$ cat src/tkpq_pkg.sv
// -----------------------------------------------------------------------------
// Two-key priority queue package
// Entry type, field widths, operation and outcome codes, and the ordering
// function used by the cells.
// -----------------------------------------------------------------------------
package tkpq_pkg;

    localparam int CAPACITY_DEF = 16;
    localparam int LEVEL_W      = 2;
    localparam int ARRIVAL_W    = 32;
    localparam int TAG_W        = 16;
    localparam int OCC_W        = 5;

    localparam logic KIND_PUSH = 1'b0;
    localparam logic KIND_POP  = 1'b1;

    typedef enum logic [1:0] {
        OUT_PUSHED   = 2'd0,
        OUT_POPPED   = 2'd1,
        OUT_EMPTY    = 2'd2,
        OUT_REJECTED = 2'd3
    } t_outcome;

    typedef struct packed {
        logic [LEVEL_W-1:0]   level;
        logic [ARRIVAL_W-1:0] arrival;
        logic [TAG_W-1:0]     tag;
    } t_entry;

    // Operation broadcast to every cell.
    typedef struct packed {
        logic push;
        logic pop;
    } t_cell_op;

    // True when entry x must be served strictly before entry y.
    function automatic logic served_before(t_entry x, t_entry y);
        logic result;
        if (x.level != y.level) begin
            result = (x.level < y.level);
        end else begin
            result = (x.arrival < y.arrival);
        end
        return result;
    endfunction

endpackage

$ cat src/tkpq_req_if.sv
// -----------------------------------------------------------------------------
// Two-key priority queue request channel
// Valid/ready channel carrying one push or pop request word.
// -----------------------------------------------------------------------------
interface tkpq_req_if
    import tkpq_pkg::*;
();
    logic                 valid;
    logic                 ready;
    logic                 kind;
    logic [LEVEL_W-1:0]   level;
    logic [ARRIVAL_W-1:0] arrival;
    logic [TAG_W-1:0]     tag;

    modport source (output valid, kind, level, arrival, tag, input ready);
    modport sink   (input valid, kind, level, arrival, tag, output ready);
endinterface

$ cat src/tkpq_rsp_if.sv
// -----------------------------------------------------------------------------
// Two-key priority queue response channel
// Valid/ready channel carrying one result word per request.
// -----------------------------------------------------------------------------
interface tkpq_rsp_if
    import tkpq_pkg::*;
();
    logic                 valid;
    logic                 ready;
    logic [1:0]           outcome;
    logic [LEVEL_W-1:0]   out_level;
    logic [ARRIVAL_W-1:0] out_arrival;
    logic [TAG_W-1:0]     out_tag;
    logic [OCC_W-1:0]     occupancy;
    logic                 is_empty;

    modport source (output valid, outcome, out_level, out_arrival, out_tag, occupancy,
                    is_empty, input ready);
    modport sink   (input valid, outcome, out_level, out_arrival, out_tag, occupancy,
                    is_empty, output ready);
endinterface

$ cat src/tkpq_cell.sv
// -----------------------------------------------------------------------------
// Two-key priority queue cell
// Holds one queue slot. On a push it compares the new entry with its own and
// either keeps its entry, takes the new one or takes its left neighbor's;
// on a pop it takes its right neighbor's entry.
// -----------------------------------------------------------------------------
module tkpq_cell
    import tkpq_pkg::*;
(
    input  logic     i_clk,
    input  t_cell_op i_op,
    input  t_entry   i_new,
    input  logic     i_valid,
    input  t_entry   i_left_entry,
    input  logic     i_left_cmp,
    input  t_entry   i_right_entry,
    output t_entry   o_entry,
    output logic     o_cmp
);

    t_entry r_entry;
    t_entry n_entry;
    logic   w_cmp;

    // An empty slot ranks behind any new entry. Because the row is sorted,
    // the compare flags form a run of zeros followed by ones.
    assign w_cmp = !i_valid || served_before(i_new, r_entry);

    always_comb begin
        n_entry = r_entry;
        if (i_op.push) begin
            if (i_left_cmp) begin
                n_entry = i_left_entry;
            end else if (w_cmp) begin
                n_entry = i_new;
            end
        end else if (i_op.pop) begin
            n_entry = i_right_entry;
        end
    end

    always_ff @(posedge i_clk) begin
        r_entry <= n_entry;
    end

    assign o_entry = r_entry;
    assign o_cmp   = w_cmp;

endmodule

$ cat src/two_key_priority_queue.sv
// -----------------------------------------------------------------------------
// Two-key priority queue
// Bounded queue sorted by level, then arrival, with ties kept in push order.
// -----------------------------------------------------------------------------
// The row of CAPACITY cells inserts or removes on each accepted word, each
// cell comparing the new entry with its own slot and shifting with its
// neighbors, so a word is accepted every cycle unless the response register
// is full and stalled. The response is registered and appears in the cycle after
// acceptance. Pushes on a full queue and pops on an empty queue
// leave the queue unchanged and report their own outcome. Occupancy is shown
// in five bits.
module two_key_priority_queue
    import tkpq_pkg::*;
#(
    parameter int CAPACITY = CAPACITY_DEF
) (
    input logic          i_clk,
    input logic          i_rst_n,
    tkpq_req_if.sink     i_req,
    tkpq_rsp_if.source   o_rsp
);

    localparam int HELD_W = $clog2(CAPACITY + 1);

    logic [HELD_W-1:0]    r_held;
    logic [HELD_W-1:0]    n_held;
    logic                 r_out_valid;
    t_outcome             r_outcome;
    t_outcome             n_outcome;
    logic [LEVEL_W-1:0]   r_out_level;
    logic [ARRIVAL_W-1:0] r_out_arrival;
    logic [TAG_W-1:0]     r_out_tag;
    logic [OCC_W-1:0]     r_occupancy;
    logic                 r_is_empty;

    logic     w_accept;
    logic     w_full;
    logic     w_empty;
    t_cell_op w_op;
    t_entry   w_new;
    t_entry   w_entry [CAPACITY];
    logic     w_cmp   [CAPACITY];

    assign i_req.ready = !r_out_valid || o_rsp.ready;
    assign w_accept    = i_req.valid && i_req.ready;
    assign w_full      = (r_held == HELD_W'(CAPACITY));
    assign w_empty     = (r_held == '0);

    assign w_new.level   = i_req.level;
    assign w_new.arrival = i_req.arrival;
    assign w_new.tag     = i_req.tag;

    assign w_op.push = w_accept && (i_req.kind == KIND_PUSH) && !w_full;
    assign w_op.pop  = w_accept && (i_req.kind == KIND_POP) && !w_empty;

    for (genvar i = 0; i < CAPACITY; i++) begin : g_cell
        t_entry w_left_entry;
        logic   w_left_cmp;
        t_entry w_right_entry;
        logic   w_valid;

        assign w_valid = (HELD_W'(i) < r_held);

        if (i == 0) begin : g_head
            assign w_left_entry = w_new;
            assign w_left_cmp   = 1'b0;
        end else begin : g_body
            assign w_left_entry = w_entry[i-1];
            assign w_left_cmp   = w_cmp[i-1];
        end

        if (i == CAPACITY - 1) begin : g_tail
            assign w_right_entry = w_entry[i];
        end else begin : g_inner
            assign w_right_entry = w_entry[i+1];
        end

        tkpq_cell u_cell (
            .i_clk         (i_clk),
            .i_op          (w_op),
            .i_new         (w_new),
            .i_valid       (w_valid),
            .i_left_entry  (w_left_entry),
            .i_left_cmp    (w_left_cmp),
            .i_right_entry (w_right_entry),
            .o_entry       (w_entry[i]),
            .o_cmp         (w_cmp[i])
        );
    end

    always_comb begin
        n_held = r_held;
        if (i_req.kind == KIND_PUSH) begin
            n_outcome = w_full ? OUT_REJECTED : OUT_PUSHED;
        end else begin
            n_outcome = w_empty ? OUT_EMPTY : OUT_POPPED;
        end
        if (w_op.push) begin
            n_held = r_held + 1'b1;
        end else if (w_op.pop) begin
            n_held = r_held - 1'b1;
        end
    end

    always_ff @(posedge i_clk) begin
        if (!i_rst_n) begin
            r_held      <= '0;
            r_out_valid <= 1'b0;
        end else begin
            r_held <= n_held;
            if (w_accept) begin
                r_out_valid <= 1'b1;
            end else if (o_rsp.ready) begin
                r_out_valid <= 1'b0;
            end
        end
    end

    always_ff @(posedge i_clk) begin
        if (w_accept) begin
            r_outcome   <= n_outcome;
            r_occupancy <= OCC_W'(n_held);
            r_is_empty  <= (n_held == '0);
            if (w_op.pop) begin
                r_out_level   <= w_entry[0].level;
                r_out_arrival <= w_entry[0].arrival;
                r_out_tag     <= w_entry[0].tag;
            end else begin
                r_out_level   <= '0;
                r_out_arrival <= '0;
                r_out_tag     <= '0;
            end
        end
    end

    assign o_rsp.valid       = r_out_valid;
    assign o_rsp.outcome     = r_outcome;
    assign o_rsp.out_level   = r_out_level;
    assign o_rsp.out_arrival = r_out_arrival;
    assign o_rsp.out_tag     = r_out_tag;
    assign o_rsp.occupancy   = r_occupancy;
    assign o_rsp.is_empty    = r_is_empty;

endmodule

$ cat src/flat_wrapper.sv
// flat-port wrapper written by rule: the top's interface ports become plain ports
module two_key_priority_queue_flat import tkpq_pkg::*;
#(
    parameter int CAPACITY = CAPACITY_DEF
)
  (i_clk, i_rst_n, i_req_valid, i_req_kind, i_req_level, i_req_arrival, i_req_tag, i_req_ready, o_rsp_valid, o_rsp_outcome, o_rsp_out_level, o_rsp_out_arrival, o_rsp_out_tag, o_rsp_occupancy, o_rsp_is_empty, o_rsp_ready);
  tkpq_req_if i_req_i ();
  tkpq_rsp_if o_rsp_i ();
  input logic i_clk;
  input logic i_rst_n;
  input wire logic [$bits(i_req_i.valid)-1:0] i_req_valid;
  input wire logic [$bits(i_req_i.kind)-1:0] i_req_kind;
  input wire logic [$bits(i_req_i.level)-1:0] i_req_level;
  input wire logic [$bits(i_req_i.arrival)-1:0] i_req_arrival;
  input wire logic [$bits(i_req_i.tag)-1:0] i_req_tag;
  output wire logic [$bits(i_req_i.ready)-1:0] i_req_ready;
  output wire logic [$bits(o_rsp_i.valid)-1:0] o_rsp_valid;
  output wire logic [$bits(o_rsp_i.outcome)-1:0] o_rsp_outcome;
  output wire logic [$bits(o_rsp_i.out_level)-1:0] o_rsp_out_level;
  output wire logic [$bits(o_rsp_i.out_arrival)-1:0] o_rsp_out_arrival;
  output wire logic [$bits(o_rsp_i.out_tag)-1:0] o_rsp_out_tag;
  output wire logic [$bits(o_rsp_i.occupancy)-1:0] o_rsp_occupancy;
  output wire logic [$bits(o_rsp_i.is_empty)-1:0] o_rsp_is_empty;
  input wire logic [$bits(o_rsp_i.ready)-1:0] o_rsp_ready;
  assign i_req_i.valid = i_req_valid;
  assign i_req_i.kind = i_req_kind;
  assign i_req_i.level = i_req_level;
  assign i_req_i.arrival = i_req_arrival;
  assign i_req_i.tag = i_req_tag;
  assign i_req_ready = i_req_i.ready;
  assign o_rsp_valid = o_rsp_i.valid;
  assign o_rsp_outcome = o_rsp_i.outcome;
  assign o_rsp_out_level = o_rsp_i.out_level;
  assign o_rsp_out_arrival = o_rsp_i.out_arrival;
  assign o_rsp_out_tag = o_rsp_i.out_tag;
  assign o_rsp_occupancy = o_rsp_i.occupancy;
  assign o_rsp_is_empty = o_rsp_i.is_empty;
  assign o_rsp_i.ready = o_rsp_ready;
  two_key_priority_queue #(.CAPACITY(CAPACITY)) u_core (.i_clk(i_clk), .i_rst_n(i_rst_n), .i_req(i_req_i), .o_rsp(o_rsp_i));
endmodule
$ cat config.mk
export PLATFORM = sky130hd
export DESIGN_NAME = two_key_priority_queue_flat
export DESIGN_NICKNAME = d
export VERILOG_FILES = /design/src/tkpq_pkg.sv /design/src/tkpq_req_if.sv /design/src/tkpq_rsp_if.sv /design/src/tkpq_cell.sv /design/src/two_key_priority_queue.sv /design/src/flat_wrapper.sv
export SDC_FILE = /design/constraint.sdc
export NUM_CORES = 2
export LEC_CHECK = 0
export ABC_AREA = 1
export BUFFER_PORTS_ARGS = -buffer_cell sky130_fd_sc_hd__buf_2
export CAP_MARGIN = 20
export CORE_MARGIN = 3
export CORE_UTILIZATION = 50
export CTS_CLUSTER_SIZE = 28
export DETAILED_ROUTE_END_ITERATION = 6
export PLACE_DENSITY = 0.63
export SYNTH_ARGS = -nofsm -noshare
export SYNTH_HDL_FRONTEND = slang
export SYNTH_SLANG_ARGS = --single-unit
$ cat constraint.sdc
create_clock -name i_clk -period 12.3 [get_ports i_clk]
set_input_delay 2.46 -clock i_clk [delete_from_list [all_inputs] [get_ports i_clk]]
set_output_delay 2.46 -clock i_clk [all_outputs]
set_load 0.03 [all_outputs]
==> reports/qor.yml <==
grt-ovfl-total: 0
die-area_um2: 123000
hold_viol: 0
avgSynthCellArea_um2: 7.70
routed-via-count: 54500
cts_root_buf: "clkbuf_16"
worstMarginPinSlew_ns: 1.19
initial_core_util_pct: 50.7
synthesis.area_um2: 59200
drc: 16
syn-num-nets: 8275
drt_iter0_markers: 7238
die_x_um: 350
cts_resized: 0
violations: "DRC"
holdWs_ns: 0.503
power_mw: 9.71
fmax_mhz: 135
worstPathMaxFanout: 51
numPlacedInstances: 8962
slew_violations: 0
clkSinkCount: 864
place_ws_ns: 4.45
path_class: "input port to register"
drv_cap: 0
leakage_nw: 31.7
htree_levels: 3
min_path_type: "register to register"
status: "finished, violations left"
finalNonFillerCells: 9151
path_buf_inv: 6
worstPathRequired_ns: 12.63
finalCriticalPeriod_ns: 7.39
ys_ff_latch: 864
area_growth_pct: 8.49
netlist_instances: 7689
fin_tns_setup_ns: 0
ctsHoldBuffers: 0
cts_tree: "done"
cellPowerDensity_nw_per_um2: 151
cp_data_arrival_time_ns: 7.72
wire_per_inst_um: 24.6
path_clk_slew_ns: 0.06
path_cells: "buf_2 -> inv_1 -> buf_4 -> ha_1 -> nand2_1 -> nor2_1 -> o21ai_0 -> a21oi_1 -> nand2_1 -> a21oi_1 -> nand2_2 -> buf_4 -> nand2_2 -> buf_4 -> nor2_1 -> nor2_4 -> buf_4"
finalCritPeriodShare_pct: 60.1
ys_warn_count: 0
clkLatencyLatePin_ns: 0.73
antenna_found_initial: 7
synth_top_area_cell: "edfxtp_1"
core_um2: 117000
drt_first_pass_iters: 7
num-nets-final: 8129
yosysUniqueCellTypes: 38
cts_buffer_depth: 3
post_cts_buffers: 0
reg2reg_slack_ns: 6.71
wirelength_um: 225000
critPathTopFamily: "buffers and inverters"
start_kind: "input port"
rsz0062_at_grt: "false"
skew_ns: 0.0421
grt_pass1_wl_um: 329000
slew_headroom_pct: 20.8
antenna_cells: 0
std_cell_rows: 125
drive_gt1_share_pct: 5.40
fill_cells: 11100
grt_pass1_vias: 51400
irDropWorstVdd_uv: 121
cts_made_buffers: 101
io_pins: 115
finalWorstSetupSlack_ns: 4.91
viasPerCell: 5.96
crit_top_cell: "buf_4"
synth.area.top_cells: "edfxtp_1, nand2_1, nand3_1"
cpPeakStageDelay_ns: 0.82
grt_max_degree: 204
setup_viol_count_final: 0
cp-end-kind: "register"
antenna_left: 0
die_h_um: 350
gp_congestion: 0.959
worst_path_max_delay_cell: "nor2_4"
yosysTopAreaCellShare_pct: 43.5
grt_use_total_pct: 35.8
yosysSeqAreaShare_pct: 43.7
port_buffers: 114
dp_hpwl_um: 141000
## through the flow
step	util [%]	area (um2)
after CTS	55.0	64200
after floorplan	-	59200
after global placement	52.1	60800
after global routing	55.0	64200
final	55.0	64200
after detailed placement	52.1	60800
## cell type report
type	instances	area (um2)	area share [%]
clock buffers	121	2600	4.05
clock inverters	66	790	1.23
inverters	988	3720	5.79
multi-input cells	5389	28100	43.7
flip-flops and latches	864	25900	40.3
well taps	1524	1910	2.97
repair buffers	199	1260	1.97
## registers in the layout, indices dropped and copies added, names as in the netlist
name,flops
u_core.g_cell.u_cell.o_entry,800
u_core.o_rsp.out_tag,16
u_core.o_rsp.outcome,2
u_core.o_rsp.is_empty,1
u_core.o_rsp.out_arrival,32
u_core.r_held,5
u_core.o_rsp.occupancy,5
u_core.o_rsp.valid,1
u_core.o_rsp.out_level,2
## power by group
group	switching, mW	internal [mW]
combinational	1.91	0.663
sequential	0.201	3.74
clock	1.38	1.81
## worst reg2reg max path, delay by kind of cell, from the launching register on
family,cells,cell delay [ns]
AND/OR/NAND/NOR,13,2.66
buffers and inverters,4,1.81
flip-flops,1,0.41
adder cells (fa/ha/maj),1,0.26
## Yosys cell counts, drive strengths merged
cell type	number
a211oi	4
a21boi	1
a21o	10
a21oi	239
a221oi	3
a22oi	1
a31oi	2
and3	2
buf	169
clkbuf	279
clkinv	1
dfxtp	6
edfxtp	858
ha	531
inv	987
nand2	2547
nand3	1505
nand3b	3
nand4	38
nor2	263
nor3	37
nor4	3
o211a	1
o21a	3
o21ai	151
o21bai	42
xor2	3
## cell families (layout without fill, tap and decap cells)
logic type,Yosys count,count (layout),share of synthesized area (%)
DFF,864,864,43.7
xor gates and xnor gates,3,3,0.0444
buffers and inverters,1436,1374,9.44
adders and majority gates,531,531,11.2
and+or+nand+nor,4398,4398,31.4
AOI/OAI and AO/OA,457,457,4.21
## path summary, 6_finish.rpt
kind                                                            from                                   end  cells after the start
worst min-delay path            u_core.g_cell[15].u_cell.o_entry[14]  u_core.g_cell[14].u_cell.o_entry[14]                      2
worst max register to register  u_core.g_cell[10].u_cell.o_entry[17]  u_core.g_cell[11].u_cell.o_entry[23]                     18
worst max-delay path                                  i_req_level[0]  u_core.g_cell[11].u_cell.o_entry[23]                     17
worst min register to register  u_core.g_cell[15].u_cell.o_entry[14]  u_core.g_cell[14].u_cell.o_entry[14]                      2
## cell usage in the layout, fill, tap and decap left out, types with 36 or more instances in the layout
cell / count
nand2_1: 2516
nand3_1: 1504
inv_1: 982
edfxtp_1: 858
ha_1: 531
nor2_1: 245
a21oi_1: 233
o21ai_0: 150
buf_2: 114
clkbuf_16: 101
buf_4: 80
o21bai_1: 42
nand4_1: 38
nor3_1: 36
## per-layer routing
layer	up-vias	global-route usage [%]	part of all wire, %
li1	25000	-	-
met5	-	0	0.016
met1	25800	49.2	41
met4	6	13.9	4.0
met3	480	8.40	12
met2	3138	54.7	43
Power figures use the tool's default switching activity.
